--- src/design/crgu_pkg.sv ---
`timescale 1ns / 1ps
// ----------------------------------------------------------------------------
// crgu_pkg
// Shared constants for the Catmull-Rom grid upsampler: widths, defaults and
// configuration register indexes.
// ----------------------------------------------------------------------------
package crgu_pkg;

    localparam int SAMPLE_BITS       = 16;
    localparam int DEF_ANCHOR_DEPTH  = 4096;
    localparam int DEF_FRAC_BITS     = 16;
    // working width of spline values: three folds grow a sample by at most 12x each
    localparam int VAL_W             = 32;
    // linear anchor address before the range check
    localparam int ADDR_W            = 28;
    localparam int CFG_IDX_W         = 3;
    localparam int CFG_DATA_W        = 9;
    localparam int COORD_W           = 8;
    localparam int SIZE_W            = 9;
    localparam int STEP_W            = 7;
    localparam int AADDR_W           = 12;

    localparam logic [CFG_IDX_W-1:0] REG_DIMENSIONS = 3'd0;
    localparam logic [CFG_IDX_W-1:0] REG_OUT_WIDTH  = 3'd1;
    localparam logic [CFG_IDX_W-1:0] REG_OUT_HEIGHT = 3'd2;
    localparam logic [CFG_IDX_W-1:0] REG_OUT_DEPTH  = 3'd3;
    localparam logic [CFG_IDX_W-1:0] REG_STEP_X     = 3'd4;
    localparam logic [CFG_IDX_W-1:0] REG_STEP_Y     = 3'd5;
    localparam logic [CFG_IDX_W-1:0] REG_STEP_Z     = 3'd6;

    localparam logic REQ_WRITE = 1'b0;
    localparam logic REQ_READ  = 1'b1;

endpackage

--- src/design/crgu_cubic.sv ---
`timescale 1ns / 1ps
// ----------------------------------------------------------------------------
// crgu_cubic
// Shared Catmull-Rom evaluator: one multiplier with rounding, used three
// times per spline under a small sequencer.
// ----------------------------------------------------------------------------
module crgu_cubic #(
    parameter int FRAC_BITS = 16
) (
    input  logic                               i_clk,
    input  logic                               i_rst_n,
    input  logic                               i_start,
    input  logic signed [crgu_pkg::VAL_W-1:0]  i_p0,
    input  logic signed [crgu_pkg::VAL_W-1:0]  i_p1,
    input  logic signed [crgu_pkg::VAL_W-1:0]  i_p2,
    input  logic signed [crgu_pkg::VAL_W-1:0]  i_p3,
    input  logic [FRAC_BITS-1:0]               i_frac,
    output logic                               o_done,
    output logic signed [crgu_pkg::VAL_W-1:0]  o_result
);
    import crgu_pkg::*;

    localparam int PW = VAL_W + FRAC_BITS + 1;
    localparam logic signed [PW-1:0]    HALF = PW'(1) << (FRAC_BITS - 1);
    localparam logic signed [VAL_W-1:0] ONE  = VAL_W'(1);

    typedef enum logic [1:0] {
        CB_IDLE,
        CB_COEF,
        CB_MUL,
        CB_FIN
    } t_cb_state;

    t_cb_state                r_state;
    logic [1:0]               r_k;
    logic                     r_done;
    logic [FRAC_BITS-1:0]     r_f;
    logic signed [VAL_W-1:0]  r_p0, r_p1, r_p2, r_p3;
    logic signed [VAL_W-1:0]  r_a, r_b, r_c, r_h, r_res;
    logic signed [VAL_W-1:0]  w_d, w_op;
    logic signed [PW-1:0]     w_prod, w_rnd, w_sh;

    assign w_d    = r_p1 - r_p2;
    assign w_op   = ((r_k == 2'd0) ? r_c : (r_k == 2'd1) ? r_b : r_a) + r_h;
    assign w_prod = $signed(w_op) * $signed({1'b0, r_f});
    assign w_rnd  = w_prod + HALF;
    assign w_sh   = w_rnd >>> FRAC_BITS;

    always_ff @(posedge i_clk) begin
        if (!i_rst_n) begin
            r_state <= CB_IDLE;
            r_done  <= 1'b0;
            r_k     <= '0;
        end else begin
            r_done <= 1'b0;
            unique case (r_state)
                CB_IDLE: begin
                    if (i_start) begin
                        r_p0    <= i_p0;
                        r_p1    <= i_p1;
                        r_p2    <= i_p2;
                        r_p3    <= i_p3;
                        r_f     <= i_frac;
                        r_state <= CB_COEF;
                    end
                end
                CB_COEF: begin
                    r_a <= r_p2 - r_p0;
                    r_b <= (r_p0 <<< 1) - ((r_p1 <<< 2) + r_p1) + (r_p2 <<< 2) - r_p3;
                    r_c <= (w_d <<< 1) + w_d + r_p3 - r_p0;
                    r_h <= '0;
                    r_k <= '0;
                    r_state <= CB_MUL;
                end
                CB_MUL: begin
                    // horner: c, then b, then a
                    r_h <= w_sh[VAL_W-1:0];
                    r_k <= r_k + 2'd1;
                    if (r_k == 2'd2) begin
                        r_state <= CB_FIN;
                    end
                end
                CB_FIN: begin
                    r_res   <= r_p1 + ((r_h + ONE) >>> 1);
                    r_done  <= 1'b1;
                    r_state <= CB_IDLE;
                end
                default: r_state <= CB_IDLE;
            endcase
        end
    end

    assign o_done   = r_done;
    assign o_result = r_res;

endmodule

--- config.mk ---
export PLATFORM = sky130hd
export DESIGN_NAME = crgu_cubic
export DESIGN_NICKNAME = d
export VERILOG_FILES = /design/src/design/crgu_pkg.sv /design/src/design/crgu_cubic.sv
export SDC_FILE = /design/constraint.sdc
export NUM_CORES = 2
export LEC_CHECK = 0
export BUFFER_PORTS_ARGS = -buffer_cell sky130_fd_sc_hd__buf_2
export CAP_MARGIN = 20
export CORE_MARGIN = 5
export CORE_UTILIZATION = 45
export CTS_CLUSTER_SIZE = 40
export DETAILED_ROUTE_END_ITERATION = 10
export MAX_ROUTING_LAYER = met4
export PLACE_DENSITY = 0.59
export SETUP_SLACK_MARGIN = 0.5
export SYNTH_ARGS = -nofsm -noshare
export SYNTH_HDL_FRONTEND = slang
export SYNTH_SLANG_ARGS = --single-unit
--- constraint.sdc ---
create_clock -name i_clk -period 24.6 [get_ports i_clk]
set_input_delay 4.92 -clock i_clk [delete_from_list [all_inputs] [get_ports i_clk]]
set_output_delay 4.92 -clock i_clk [all_outputs]
set_load 0.1 [all_outputs]
Yosys cells after proc, flatten, opt, wreduce, memory -nomap -nowiden:

Index checks and enable logic that the tools add are counted.

* add/subtract/negate cells: 14
* $mul: 1
* equal/unequal tests: 7
* mux-type cells: 8
* reductions and logical operators: 8

Operator list (number)
* 32-bit adder: 5
* 32-bit subtractor: 5
* 32-bit two-way mux: 2
* 32-bit one-hot mux with 2 select lines: 1
* 48-bit by 17-bit adder with 48-bit output, second input constant: 1
* 32-bit by 17-bit multiplier with 48-bit output: 1
* 32-bit by 2-bit adder with 32-bit output, second input constant: 1
* 32-bit by 31-bit adder with 32-bit output: 1
* 2-bit one-hot mux with 4 select lines: 1
* 2-bit AND reduction: 4
* 2-bit equality test, second input constant: 3
* 2-bit by 1-bit equality test with 1-bit output, second input constant: 2
* 2-bit logical NOT: 2
* 2-bit two-way mux: 2
* 2-bit inequality test, second input constant: 2
* 2-bit one-hot mux with 2 select lines: 1
* 3-bit AND reduction: 1
* 2-bit by 1-bit adder with 2-bit output, second input constant: 1
* 2-bit nonzero test: 1
* 1-bit two-way mux: 1

* register bits: 309
* output and inout port bits: 33
* logic and storage cells: 51

Logic depth before layout (Yosys ltp):

* depth in word-level cells: 7
* mapped depth: 43
* mapped depth without buffers: 40

Least setup slack after synthesis:

Ideal clock, no wire load.

* path type: reg2reg
* start point: register r_k[1]
* end point: register r_h[29] (data pin)
* data arrival time: 9.624 ns
* data required time: 24.345 ns
* path slack: 14.721 ns
* stages on the path, launching flop included: 43
* path buffers: 3
* clock period less this slack: 9.879 ns
* path through: dfxtp_1 inv_1 ha_1 clkbuf_1 buf_1 mux2i_1 o21ai_0 ha_1 fa_1 a21oi_1 o21ai_1 a21oi_1 o21bai_1 a21oi_2 o21ai_0 a31o_2 a21o_1 a21oi_1 [... 7 more ...] inv_1 fa_1 inv_1 fa_1 inv_1 fa_1 inv_1 ha_1 nand2_1 o21ai_0 a221oi_2 o211ai_2 o21ai_4 o41ai_1 a311o_1 a21o_1 a211o_1 and3_1

* cells in the longest elaborated chain, start to end: 7
* elaborated cells between the ends (all ways): 8

Ends and longest elaborated chain
* start: declaration: RTL line crgu_cubic.sv:35 `logic [1:0] r_k;`
* start signal: assignment: RTL line crgu_cubic.sv:78 `r_k <= r_k + 2'd1;`
* 2-bit by 1-bit equality test with 1-bit output: RTL line crgu_cubic.sv:44 `assign w_op = ((r_k == 2'd0) ? r_c : (r_k == 2'd1) ? r_b : r_a) + r_h;`
* 32-bit two-way mux: RTL line crgu_cubic.sv:44
* 32-bit two-way mux (*): RTL line crgu_cubic.sv:44
* 32-bit adder (*): RTL line crgu_cubic.sv:44
* 32-bit by 17-bit multiplier with 48-bit output (*): RTL line crgu_cubic.sv:45 `assign w_prod = $signed(w_op) * $signed({1'b0, r_f});`
* 48-bit by 17-bit adder with 48-bit output (*): RTL line crgu_cubic.sv:46 `assign w_rnd = w_prod + HALF;`
* 32-bit one-hot mux with 2 select lines (*): RTL line crgu_cubic.sv:56 `unique case (r_state)`
* end signal: assignment: RTL line crgu_cubic.sv:77 `r_h <= w_sh[VAL_W-1:0];`
* end: declaration: RTL line crgu_cubic.sv:39 `logic signed [VAL_W-1:0] r_a, r_b, r_c, r_h, r_res;`

Mark *: on every way between the ends. The rest lies on a longest branch, timed or not.
A chain may end at the register's enable or synchronous reset.

Final worst setup path:

Ends and elaborated chain as after synthesis.

==> impl_metrics.json <==
{
  "status": "complete, no violations",
  "die-area_um2": 97000,
  "area_growth_pct": 9.14,
  "crit_top_cell": "fa_1",
  "yosysTopAreaCell": "fa_1",
  "ys_seq_area_frac": 0.226,
  "rr_startpoint": "r_k[1]$_SDFFE_PN0N_",
  "rows": 110,
  "syn_nets": 5205,
  "antenna_found_initial": 1,
  "fin_tns_setup_ns": 0,
  "syn-instance-count": 4087,
  "drc": 0,
  "synth_seq_cells": 309,
  "grt-ovfl-total": 0,
  "rsz0062_at_grt": "false",
  "vias": 27500,
  "crit_slowest_cell": "fa_1",
  "worstPathRequired_ns": 24.91,
  "setup_viol": 0,
  "cts_resized": 0,
  "track_usage": 0.214,
  "detail-route-antenna-nets": 0,
  "final-max-slew-violation-count": 0,
  "post_cts_buffers": 0,
  "synth_mux_area_frac": 0.00833,
  "critPathKind": "register to register",
  "io_buffer_count": 179,
  "r2r_slack_ns": 13.76,
  "synth-edff-count": 304,
  "io_pins": 180,
  "synth_top_area_frac": 0.311,
  "hold_buffers": 0,
  "cp_slowest_stage_delay_ns": 0.54,
  "drive_gt1_frac": 0.0777,
  "synthTopCellsByArea": "fa_1 (31%), edfxtp_1 (22%), ha_1 (10%)",
  "fp.coreArea_um2": 90100,
  "synth_top_family_by_area": "adder cells",
  "fmax_mhz": 92.3,
  "gp_congestion": 0.870,
  "worstPathArrival_ns": 11.15,
  "layout_min_cycle_time_ns": 10.84,
  "cts_buffers": 37,
  "synthFlopType": "edfxtp_1",
  "ys_warn_count": 0,
  "hold_path_class": "register to register",
  "clockRootBuffer": "clkbuf_16",
  "final_nets": 5370,
  "vias_per_cell": 5.04,
  "holdPathStages": 2,
  "die_h_um": 311,
  "rr_endpoint": "r_h[29]$_SDFFCE_PN0P_",
  "fin_area_um2": 44600,
  "synthAdderAreaFrac": 0.414,
  "worst_slew_pin_slew_ns": 1.11,
  "avgSynthCellArea_um2": 10.0,
  "relSlewSlack": 0.258,
  "hold_violations": 0,
  "hold_end": "r_state[1]$_SDFFE_PN0P_",
  "path_max_fanout": 32,
  "hold_start": "r_state[1]$_SDFFE_PN0P_",
  "start_kind": "register",
  "clk_pin_slew_ns": 0.06,
  "dp_hpwl_um": 78900,
  "drt_iter0_drc": 1404,
  "clockBufferDepth": 3,
  "reg2regPathDepth": 40,
  "synth_area_um2": 40900,
  "place_area_um2": 43400,
  "htree_num_levels": 2,
  "grt_max_degree": 72,
  "die_x_um": 311,
  "firstDrtPassIters": 5,
  "cap_violations": 0,
  "synth_xor_area_frac": 0.0514,
  "wl_um": 99200,
  "cts_tree": "built",
  "async_flop_share": 0,
  "initial_core_util": 0.453,
  "grt_pass1_wl_um": 161000,
  "yosys.area_share.simple": 0.121,
  "synth_cell_types": 73,
  "fin_crit_sh": 0.441,
  "grt_pass1_vias": 29500,
  "fin_hold_ws_ns": 0.579,
  "cts.sinks": 309,
  "clk_latency_ns": 0.57,
  "synth_compound_area_frac": 0.0878,
  "skew_ns": 0.0216,
  "routedWlPerCell_um": 18.2,
  "crit_path_end_kind": "register"
}
-- worst max-delay path: cells and delay by family, from the launching register on --
kind                     cells  cell delay, ns
buffers and inverters        7            0.79
AND/OR/NAND/NOR              3            0.46
adder cells (fa/ha/maj)     10            4.28
flip-flops                   1            0.31
AO/OA/AOI/OAI               18            4.07
XOR/XNOR                     1            0.40
multiplexers                 1            0.24
-- synthesized netlist by cell type, types with 14 or more instances --
cell and instances:
o21a_1 27, and2_1 312, a211oi_1 17, o21bai_1 26, clkbuf_1 90, a31oi_1 14, nand2b_1 31, xnor2_1 169
nand3_1 50, and3_1 23, mux2i_1 34, a21oi_1 164, nor2_1 142, xor2_1 71, fa_1 636, nor2b_1 39
inv_1 904, nand2_1 312, edfxtp_1 304, a21o_1 107, ha_1 335, o21ai_0 107, nor3_1 24
-- metrics by stage --
stage	setup slack, ns	instances	util
6_report	13.76	5452	0.495
5_1_grt	13.08	5450	0.495
4_1_cts	13.75	5448	0.494
3_5_place_dp	13.80	5387	0.481
3_3_place_gp	13.93	5386	0.481
2_1_floorplan	14.72	4087	-
-- cells in the final DEF, fill, tap and decap left out, types with 10 or more instances in the layout --
cell type | synthesis | routed
inv_1 | 904 | 904
fa_1 | 636 | 636
ha_1 | 335 | 333
nand2_1 | 312 | 312
and2_1 | 312 | 310
edfxtp_1 | 304 | 304
buf_2 | 4 | 179
a21oi_1 | 164 | 163
xnor2_1 | 169 | 156
nor2_1 | 142 | 141
a21o_1 | 107 | 107
o21ai_0 | 107 | 107
xor2_1 | 71 | 64
nand3_1 | 50 | 50
buf_4 | 0 | 40
nor2b_1 | 39 | 39
clkbuf_16 | 0 | 39
mux2i_1 | 34 | 34
nand2b_1 | 31 | 31
o21a_1 | 27 | 27
o21bai_1 | 26 | 26
nor3_1 | 24 | 24
and3_1 | 23 | 22
a211oi_1 | 17 | 17
a31oi_1 | 14 | 14
xnor2_2 | 0 | 13
o211ai_1 | 10 | 10
nand4_1 | 10 | 10
-- layout make-up --
type	instances	area [um2]
Fill cell	8372	45500
Antenna cell	2	5.00
Clock inverter	16	215
Clock buffer	45	998
Tap cell	1176	1470
Inverter	904	3390
Multi-Input combinational cell	2778	28100
Sequential cell	309	9230
Timing Repair Buffer	222	1240
-- state kept, by name, indices dropped and copies added, names as in the netlist, 2 cells and up --
register,count
r_c,32
o_result,32
r_p3,32
r_p0,32
r_k,2
r_p1,32
r_p2,32
r_h,32
r_f,16
r_state,2
r_a,32
r_b,32
-- per-layer routing --
metal  GRT usage  share of wire
met5           -              0
met4      0.0449          0.020
met3      0.0282          0.050
met2       0.333           0.45
met1       0.306           0.48
-- kinds of logic after synthesis --
group / count (synthesis)
adder cells (fa/ha/maj): 971
AND/OR/NAND/NOR: 980
multiplexers: 34
buffers and inverters: 1000
XOR/XNOR: 240
AO/OA/AOI/OAI: 553
flip-flops: 309
-- worst max path at each step --
| stage | from | to | cells past startpoint |
|---|---|---|---|
| floorplan | r_k[1]$_SDFFE_PN0N_ | r_h[29]$_SDFFCE_PN0P_ | 42 |
| global placement | r_k[1]$_SDFFE_PN0N_ | r_h[29]$_SDFFCE_PN0P_ | 39 |
| detailed placement | r_k[1]$_SDFFE_PN0N_ | r_h[29]$_SDFFCE_PN0P_ | 40 |
| CTS | r_k[1]$_SDFFE_PN0N_ | r_h[31]$_SDFFCE_PN0P_ | 39 |
| global route | r_k[1]$_SDFFE_PN0N_ | r_h[31]$_SDFFCE_PN0P_ | 39 |
| finish | r_k[1]$_SDFFE_PN0N_ | r_h[29]$_SDFFCE_PN0P_ | 40 |
Power is not shown: default switching activity piles up to over one toggle a cycle in this logic, so the estimate is an artifact.
