**config.mk**
```make
export PLATFORM = sky130hd
export DESIGN_NAME = crgu_div
export DESIGN_NICKNAME = d
export VERILOG_FILES = /design/src/design/crgu_pkg.sv /design/src/design/crgu_div.sv
export SDC_FILE = /design/constraint.sdc
export NUM_CORES = 1
export LEC_CHECK = 0
export ABC_AREA = 0
export BUFFER_PORTS_ARGS = -buffer_cell sky130_fd_sc_hd__clkbuf_2
export CORE_UTILIZATION = 55
export CTS_CLUSTER_DIAMETER = 120
export DETAILED_ROUTE_END_ITERATION = 10
export PLACE_DENSITY_LB_ADDON = 0.25
export SETUP_SLACK_MARGIN = 0.02
export SYNTH_ARGS = -nofsm -noshare
export SYNTH_HDL_FRONTEND = slang
export SYNTH_SLANG_ARGS = --single-unit
```
**constraint.sdc**
```tcl
create_clock -name i_clk -period 3.12 [get_ports i_clk]
set_input_delay 0.624 -clock i_clk [delete_from_list [all_inputs] [get_ports i_clk]]
set_output_delay 0.624 -clock i_clk [all_outputs]
set_load 0.01 [all_outputs]
```
**src/design/crgu_pkg.sv**
```systemverilog
`timescale 1ns / 1ps
// ----------------------------------------------------------------------------
// crgu_pkg
// Shared constants for the Catmull-Rom grid upsampler: widths, defaults and
// configuration register indexes.
// ----------------------------------------------------------------------------
package crgu_pkg;

    localparam int SAMPLE_BITS       = 16;
    localparam int DEF_ANCHOR_DEPTH  = 4096;
    localparam int DEF_FRAC_BITS     = 16;
    // working width of spline values: three folds grow a sample by at most 12x each
    localparam int VAL_W             = 32;
    // linear anchor address before the range check
    localparam int ADDR_W            = 28;
    localparam int CFG_IDX_W         = 3;
    localparam int CFG_DATA_W        = 9;
    localparam int COORD_W           = 8;
    localparam int SIZE_W            = 9;
    localparam int STEP_W            = 7;
    localparam int AADDR_W           = 12;

    localparam logic [CFG_IDX_W-1:0] REG_DIMENSIONS = 3'd0;
    localparam logic [CFG_IDX_W-1:0] REG_OUT_WIDTH  = 3'd1;
    localparam logic [CFG_IDX_W-1:0] REG_OUT_HEIGHT = 3'd2;
    localparam logic [CFG_IDX_W-1:0] REG_OUT_DEPTH  = 3'd3;
    localparam logic [CFG_IDX_W-1:0] REG_STEP_X     = 3'd4;
    localparam logic [CFG_IDX_W-1:0] REG_STEP_Y     = 3'd5;
    localparam logic [CFG_IDX_W-1:0] REG_STEP_Z     = 3'd6;

    localparam logic REQ_WRITE = 1'b0;
    localparam logic REQ_READ  = 1'b1;

endpackage

```
**src/design/crgu_div.sv**
```systemverilog
`timescale 1ns / 1ps
// ----------------------------------------------------------------------------
// crgu_div
// Restoring divider, one quotient bit per cycle, 7-bit divisor.
// ----------------------------------------------------------------------------
module crgu_div #(
    parameter int DW = 25
) (
    input  logic                         i_clk,
    input  logic                         i_rst_n,
    input  logic                         i_start,
    input  logic [DW-1:0]                i_dividend,
    input  logic [crgu_pkg::STEP_W-1:0]  i_divisor,
    output logic                         o_done,
    output logic [DW-1:0]                o_quotient
);
    import crgu_pkg::*;

    localparam int CW = $clog2(DW + 1);

    logic              r_busy;
    logic              r_done;
    logic [CW-1:0]     r_cnt;
    logic [DW-1:0]     r_num;
    logic [DW-1:0]     r_quo;
    logic [STEP_W-1:0] r_rem;
    logic [STEP_W-1:0] r_div;
    logic [STEP_W:0]   w_t;
    logic              w_ge;
    logic [STEP_W-1:0] w_nrem;

    assign w_t    = {r_rem, r_num[DW-1]};
    assign w_ge   = w_t >= {1'b0, r_div};
    assign w_nrem = w_ge ? STEP_W'(w_t - {1'b0, r_div}) : w_t[STEP_W-1:0];

    always_ff @(posedge i_clk) begin
        if (!i_rst_n) begin
            r_busy <= 1'b0;
            r_done <= 1'b0;
            r_cnt  <= '0;
        end else begin
            r_done <= 1'b0;
            if (i_start) begin
                r_busy <= 1'b1;
                r_cnt  <= CW'(DW);
                r_num  <= i_dividend;
                r_div  <= i_divisor;
                r_rem  <= '0;
                r_quo  <= '0;
            end else if (r_busy) begin
                r_num <= r_num << 1;
                r_quo <= {r_quo[DW-2:0], w_ge};
                r_rem <= w_nrem;
                r_cnt <= r_cnt - CW'(1);
                if (r_cnt == CW'(1)) begin
                    r_busy <= 1'b0;
                    r_done <= 1'b1;
                end
            end
        end
    end

    assign o_done     = r_done;
    assign o_quotient = r_quo;

endmodule

```
======== After elaboration in Yosys (flattened, before gate mapping) ========
Cells that the tools add are included.
word-level totals
  word-level logic and storage cells ...... 30
  output and inout port bits .............. 26
  input port bits ......................... 35
  flip-flop bits (word level) ............. 71
operators by class
  muxes and demuxes ....................... 11
  bitwise operators ....................... 2
  reductions and logical operators ........ 5
  $add $sub $neg .......................... 2
  equal/unequal tests ..................... 1
  $lt $le $gt $ge ......................... 1
operator list
  kind                 number
  $mux 25              3
  $mux 7               2
  $mux 5               2
  $ge 8x7->1           1
  $sub 7x7->7          1
  $eq 5x1->1 const B   1
  $sub 5x1->5 const B  1
  $mux 1               4
  $reduce_and 2->1     2
  $reduce_or 3->1      1
  $not 1->1            2
  $reduce_bool 2->1    1
  $reduce_or 2->1      1

======== Logic depth before layout (Yosys ltp) ========
Gate-level depths: netlist (run 1).
  depth after elaboration ................. 4
  gate-level depth with buffers ........... 8
  depth with buffers taken out ............ 8

======== Worst setup path before layout (run 1) ========
OpenSTA, ideal clock, no wires.
  path kind ............................... input port to flip-flop
  from .................................... in i_start
  to ...................................... reg r_quo[0] (netlist: o_quotient[0]) (enable)
  slack ................................... 0.461 ns
  setup time .............................. 0.419 ns
  path buffers ............................ 1
  required time ........................... 2.701 ns
  arrival ................................. 2.239 ns
  stages on the path ...................... 2
  cells stage by stage .................... clkbuf_1 > o21a_1
between the ends
  longest elaborated chain between the ends .. 2
ends and longest elaborated chain
  item                         RTL line        source
  start: declaration           crgu_div.sv:11  input logic i_start,
  $reduce_bool 2->1 (no line)  n/a
  $reduce_and 2->1 (no line)   n/a
  end signal: assignment       crgu_div.sv:52  r_quo <= {r_quo[DW-2:0], w_ge};
  end: declaration             crgu_div.sv:25  logic [DW-1:0] r_quo;
Every way passes these cells.
A chain may end at the register's enable or synchronous reset.

======== Worst setup path in the final report (run 1) ========
  from .................................... reg r_num[24]
  to ...................................... reg r_rem[6], data pin
between the ends
  longest elaborated chain between the ends .. 3
  elaborated cells on any way between the ends .. 4
  classes of those cells .................. add/sub (1); order compare (1); mux (2)
ends and longest elaborated chain
  item                                              RTL line                        source
  start: declaration                                crgu_div.sv:24                  logic [DW-1:0] r_num;
  start signal: assignment                          crgu_div.sv:46                  r_num <= i_dividend;
  start signal: assignment                          crgu_div.sv:51                  r_num <= r_num << 1;
  $sub 7x7->7 / $ge 8x7->1 (equally long branches)  crgu_div.sv:34, crgu_div.sv:33
  $mux 7 (*)                                        crgu_div.sv:34                  assign w_nrem = w_ge ? STEP_W'(w_t - {1'b0, r_div}) : w_t[STEP_W-1:0];
  $mux 7 (*)                                        crgu_div.sv:50                  end else if (r_busy) begin
  end signal: assignment                            crgu_div.sv:53                  r_rem <= w_nrem;
  end: declaration                                  crgu_div.sv:26                  logic [STEP_W-1:0] r_rem;
Mark *: on every way between the ends. The rest lies on a longest branch, timed or not. The select of a mux whose other input is x is not followed.

==> impl_metrics.env, run 1 <==
export IMPL_seq_power_share_pct=53.1
export IMPL_synthesis_area_um2=3190
export IMPL_synth_top_cell_area_share_pct=60.2
export IMPL_wl_met1_um=2470
export IMPL_finalHoldViolCount=0
export IMPL_postSynthAreaPerCell_um2=14.2
export IMPL_hold_path_class="primary input to flop"
export IMPL_fillers=433
export IMPL_portBuffers=60
export IMPL_die_area_um2=6120
export IMPL_hold_start="i_divisor[4]"
export IMPL_initial_core_util_pct=57.7
export IMPL_synthMostInstantiatedCell="edfxtp_1"
export IMPL_slew_viol_final=0
export IMPL_cts_root_buf="clkbuf_8"
export IMPL_synth_edff_count=64
export IMPL_worst_ep_arrival_time_ps=2240
export IMPL_p_int_mw=1.63
export IMPL_synth_area_leader_cell="edfxtp_1"
export IMPL_reg2reg_setup_slack_ps=940
export IMPL_routedWlPerCell_um=14.9
export IMPL_hold_ws_ps=463
export IMPL_clock_path_buffers=2
export IMPL_final_net_count=336
export IMPL_dpl_worst_slack_ps=942
export IMPL_power_frac_comb_pct=14.4
export IMPL_viasPerCell=5.31
export IMPL_final_instance_count_excl_fill=368
export IMPL_crit_fanout=2
export IMPL_grt_overflow=0
export IMPL_seq_area_frac_synth_pct=64.6
export IMPL_grt_max_degree=64
export IMPL_drc_errors=0
export IMPL_die_x_um=78.2
export IMPL_rr_endpoint="r_rem[6]$_SDFFCE_PP0P_"
export IMPL_clk_latency_ps=340
export IMPL_endpoint_kind="flop"
export IMPL_startpoint_type="flop"
export IMPL_power_leakage_nw=1.49
export IMPL_cts_sinks=71
export IMPL_setup_viol=0
export IMPL_area_delta_synth_final_pct=18.1
export IMPL_status="completed"
export IMPL_fin_crit_ps=2180
export IMPL_fin_ws_ps=939
export IMPL_switching_share_pct=24.9
export IMPL_antenna_found_initial=0
export IMPL_fp_row_count=27
export IMPL_die_h_um=78.2
export IMPL_synth_fp_nets=270
export IMPL_cp_data_required_time_ps=3180
export IMPL_synth_area_leaders="edfxtp_1 60%, mux2_2 8.5%, nor2b_1 4.9%"
export IMPL_drive_gt1_share_pct=36.5
export IMPL_switchingPower_mw=0.540
export IMPL_clk_pin_slew_ps=70
export IMPL_top_layer="met4"
export IMPL_worst_clock_skew_ps=10.4
export IMPL_wirelength_um=5470
export IMPL_place_congestion=0.821
export IMPL_r2r_worst_path_cells=8
export IMPL_diodes=0
export IMPL_holdBufCountCts=0
export IMPL_tns_ps=0
export IMPL_met2_wirelength_um=2650
export IMPL_ys_seq_elements=71
export IMPL_ios=61
export IMPL_power_total_mw=2.17
export IMPL_ys_flop_type="edfxtp_1"
export IMPL_cts_resized=0
export IMPL_core_um2=5540
export IMPL_r2r_start="r_num[24]$_DFFE_PP_"
export IMPL_num_vias=1954
export IMPL_yosysWarningCount=0
export IMPL_grt_pass1_wl_um=8770
export IMPL_grtUsageTotal_pct=19.5
export IMPL_whs_path_depth=1
export IMPL_critPathKind="flop to flop"
export IMPL_synth_distinct_cells=42
export IMPL_clkPwrFrac_pct=32.5
export IMPL_synthArstFlopShare_pct=0
export IMPL_drt_iter0_drc=126
export IMPL_first_pass_iters=4
export IMPL_post_cts_setup_buffer_count=0
export IMPL_cap_viol_max_count=0
export IMPL_ant_nets=0
export IMPL_yosys_top_cells_count="64 x edfxtp_1, 25 x nor2b_1, 24 x mux2_2, 13 x inv_1"
export IMPL_finalCritPeriodShare_pct=69.9
export IMPL_min_to="r_div[4]$_DFFE_PP_"
export IMPL_tritoncts="built"
export IMPL_dp_cells=352
export IMPL_maxSlewHeadroom_pct=54.3
export IMPL_postSynthCellCount=225
export IMPL_rsz0062_at_grt="false"
export IMPL_routed_wl_met3_um=236
export IMPL_vdd_drop_max_mv=0.557
export IMPL_power_density_nw_per_um2=574
export IMPL_grt_pass1_vias=1900
export IMPL_numCtsBuffers=9
export IMPL_tightest_slew_ps=685
export IMPL_hpwlAfterDp_um=3680
export IMPL_timing_fmax_mhz=459
export IMPL_htree_levels=3
[power by group through the flow]
stage / Clock, mW / Combinational, mW / Sequential [mW]
6_report: 0.704 / 0.311 / 1.15
5_1_grt: 0.752 / 0.344 / 1.16
4_1_cts: 0.716 / 0.313 / 1.15
3_5_place_dp: 0 / 0.311 / 1.17
3_3_place_gp: 0 / 0.302 / 1.17
2_1_floorplan: 0 / 0.214 / 1.17
[final cells by class]
cell class	instances	area (um^2)	area share, %
well taps	72	90.1	2.39
multi-input cells	133	1050	27.9
flip-flops and latches	71	2060	54.7
clock inverters	6	61.3	1.63
inverters	14	52.6	1.39
clock buffers	10	128	3.38
repair buffers	62	328	8.69
[state kept, by name, indices dropped and copies added (netlist names)]
signal	count
o_quotient	25
r_rem	7
r_num	25
r_busy	1
r_cnt	5
o_done	1
r_div	7
[worst max-delay path by stage]
stage,startpoint,cells after the start,slack [ps],endpoint
finish,r_num[24]$_DFFE_PP_,8,940,r_rem[6]$_SDFFCE_PP0P_
floorplan,i_start,2,460,o_quotient[0]$_SDFFCE_PP0P_
global route,r_num[24]$_DFFE_PP_,8,790,r_rem[6]$_SDFFCE_PP0P_
detailed placement,r_num[24]$_DFFE_PP_,8,940,r_rem[4]$_SDFFCE_PP0P_
CTS,r_num[24]$_DFFE_PP_,8,940,r_rem[4]$_SDFFCE_PP0P_
global placement,r_num[24]$_DFFE_PP_,8,1010,r_rem[6]$_SDFFCE_PP0P_
[cell usage in the layout, fill, tap and decap left out, types with 2 or more instances in the layout]
cell type | Yosys | routed
a211oi_1 | 3 | 3
a21oi_1 | 8 | 8
clkbuf_2 | 0 | 60
clkbuf_8 | 0 | 9
clkinv_1 | 0 | 2
clkinvlp_4 | 0 | 2
dfxtp_1 | 7 | 7
edfxtp_1 | 64 | 64
ha_1 | 9 | 9
inv_1 | 13 | 13
mux2_2 | 24 | 24
mux2i_1 | 2 | 2
nand2_1 | 5 | 5
nand3_1 | 5 | 5
nor2_1 | 9 | 9
nor2b_1 | 25 | 25
nor3_1 | 5 | 5
nor4b_1 | 2 | 2
o21a_1 | 5 | 4
o21ai_0 | 5 | 5
xor2_1 | 4 | 4
[through the flow]
stage	utilization [%]	area (um^2)
after floorplan	-	3190
after global placement	64.7	3580
after detailed placement	64.7	3580
after CTS	68.1	3770
after global routing	68.1	3770
final	68.1	3770
[routing by layer]
metal | track usage [%] | vias up
li1 | - | 964
met1 | 25.4 | 930
met2 | 29.9 | 50
met3 | 4.42 | 10
met4 | 11.9 | 0
met5 | 0 | -
[logic make-up after synthesis]
kind of cell / after synthesis / share of synthesized area, %
adders and majority gates: 10 / 4.15
xor gates and xnor gates: 5 / 1.37
muxes: 26 / 9.09
AOI/OAI and AO/OA: 32 / 7.60
DFF: 71 / 64.6
and+or+nand+nor: 60 / 10.7
buffers and inverters: 21 / 2.58
[critical path, cell delays in order (launching register included)]
cell      delay, ps
edfxtp_1        350
inv_1            50
ha_1            210
fa_1            390
nand2b_2        220
a21oi_1         260
mux2i_1         220
a22o_1          140
a21oi_1          60
Note: power is estimated with default switching activity, not from simulation.
==> run 2: changes to the inputs <==
CORE_UTILIZATION = 49   (was 55)
clock period = 1.9 ns   (was 3.12 ns; I/O delays follow)
==> impl_metrics.env, run 2 (synthesis gave the netlist of run 1 again) <==
export IMPL_cts_root_buf="clkbuf_8"
export IMPL_worst_clock_skew_ps=14.1
export IMPL_finalCritPeriodShare_pct=109
export IMPL_crit_fanout=5
export IMPL_diodes=0
export IMPL_ant_nets=0
export IMPL_power_density_nw_per_um2=959
export IMPL_holdBufCountCts=0
export IMPL_rsz0062_at_grt="true"
export IMPL_grt_pass1_vias=1825
export IMPL_htree_levels=3
export IMPL_cp_data_required_time_ps=2080
export IMPL_drc_errors=0
export IMPL_place_congestion=0.806
export IMPL_numCtsBuffers=9
export IMPL_crit_chain="ha_4 -> fa_2 -> nand2b_4 -> a21oi_4 -> buf_4 -> o221a_4 -> nor3_1 -> a211oi_1"
export IMPL_hold_path_class="primary input to flop"
export IMPL_clk_pin_slew_ps=80
export IMPL_grt_pass1_wl_um=8490
export IMPL_r2r_worst_path_cells=8
export IMPL_fp_row_count=29
export IMPL_fin_ws_ps=-168
export IMPL_drive_gt1_share_pct=43.5
export IMPL_p_int_mw=2.87
export IMPL_cts_sinks=71
export IMPL_power_leakage_nw=1.58
export IMPL_tritoncts="built"
export IMPL_final_cell_mix="64 x edfxtp_1, 60 x clkbuf_2, 25 x nor2b_1"
export IMPL_num_vias=2035
export IMPL_final_net_count=348
export IMPL_initial_core_util_pct=50.6
export IMPL_seq_power_share_pct=49.4
export IMPL_viasPerCell=5.29
export IMPL_clock_path_buffers=2
export IMPL_antenna_found_initial=0
export IMPL_critPathSlowestCell="edfxtp_1"
export IMPL_worst_ep_arrival_time_ps=2250
export IMPL_die_h_um=82.7
export IMPL_portBuffers=60
export IMPL_grt_max_degree=44
export IMPL_setup_viol=7
export IMPL_tightest_slew_ps=722
export IMPL_fillers=509
export IMPL_drt_iter0_drc=96
export IMPL_endpoint_kind="flop"
export IMPL_status="finished, violations left"
export IMPL_timing_fmax_mhz=484
export IMPL_area_delta_synth_final_pct=24.8
export IMPL_reg2reg_setup_slack_ps=-170
export IMPL_startpoint_type="flop"
export IMPL_grt_overflow=0
export IMPL_slew_viol_final=0
export IMPL_ios=61
export IMPL_failed_checks="setup timing"
export IMPL_wirelength_um=5840
export IMPL_grtUsageTotal_pct=17.5
export IMPL_hpwlAfterDp_um=3860
export IMPL_finalHoldViolCount=0
export IMPL_switching_share_pct=25.0
export IMPL_layout_commonest_cell="edfxtp_1"
export IMPL_whs_path_depth=1
export IMPL_power_frac_comb_pct=15.6
export IMPL_cap_viol_max_count=0
export IMPL_clk_latency_ps=350
export IMPL_critPathKind="flop to flop"
export IMPL_die_x_um=82.7
export IMPL_core_um2=6310
export IMPL_fin_crit_ps=2070
export IMPL_vdd_drop_max_mv=0.573
export IMPL_switchingPower_mw=0.954
export IMPL_clkPwrFrac_pct=35.0
export IMPL_maxSlewHeadroom_pct=51.7
export IMPL_routedWlPerCell_um=15.2
export IMPL_utilization_pct=63.1
export IMPL_hold_ws_ps=207
export IMPL_first_pass_iters=4
export IMPL_slowest_delay_ps=430
export IMPL_die_area_um2=6850
## run 2: per-stage QoR
step | worst slack, ps | cell area [um^2] | std cells | power [mW] | setup TNS (ps)
after floorplan | -22.0 | 3210 | 225 | 2.28 | -22.0
after global placement | -71.6 | 3660 | 363 | 2.44 | -195
after detailed placement | -137 | 3660 | 363 | 2.46 | -622
after CTS | -108 | 3930 | 383 | 3.82 | -519
after global routing | -247 | 3990 | 385 | 3.97 | -1650
final | -168 | 3990 | 385 | 3.82 | -934
## run 2: power by group through the flow
stage / Sequential [mW] / Combinational (mW) / Clock (mW)
5_1_grt: 1.90 / 0.653 / 1.42
2_1_floorplan: 1.92 / 0.359 / 0
4_1_cts: 1.89 / 0.563 / 1.36
3_5_place_dp: 1.92 / 0.537 / 0
6_report: 1.89 / 0.595 / 1.34
3_3_place_gp: 1.92 / 0.525 / 0
## run 2: final cells by class
| class | instances | area [um^2] | share of cell area, % |
|---|---|---|---|
| Clock buffer | 10 | 128 | 3.20 |
| Clock inverter | 6 | 92.6 | 2.32 |
| Inverter | 14 | 52.6 | 1.32 |
| Multi-Input combinational cell | 133 | 1120 | 28.0 |
| Sequential cell | 71 | 2060 | 51.7 |
| Tap cell | 77 | 96.3 | 2.42 |
| Timing Repair Buffer | 74 | 438 | 11.0 |
## run 2: worst paths after layout
path,end,from
hold / removal,r_div[4]$_DFFE_PP_,i_divisor[4]
hold reg to reg,r_cnt[1]$_SDFFE_PP0P_,r_cnt[1]$_SDFFE_PP0P_
setup reg to reg,r_rem[0]$_SDFFCE_PP0P_,r_div[0]$_DFFE_PP_
setup / recovery,r_rem[0]$_SDFFCE_PP0P_,r_div[0]$_DFFE_PP_
## run 2: per-layer routing
layer	track usage (%)	routed length, um
met1	23.7	2660
met5	0	0
met4	10.3	123
met3	4.29	261
met2	25.4	2790
## run 2: timing repair
action | CTS | global route
setup buffers | 4 | 2
gates resized for setup | 6 | 9
pin swaps | 5 | 0
endpoints found under the setup margin | 7 | 8
## run 2: worst max-delay path: cells and delay by family (launching register included)
| family | cells | cell delay, ps |
|---|---|---|
| AOI/OAI and AO/OA | 3 | 580 |
| adders and majority gates | 2 | 530 |
| buffers and inverters | 1 | 140 |
| DFF | 1 | 430 |
| and+or+nand+nor | 2 | 230 |
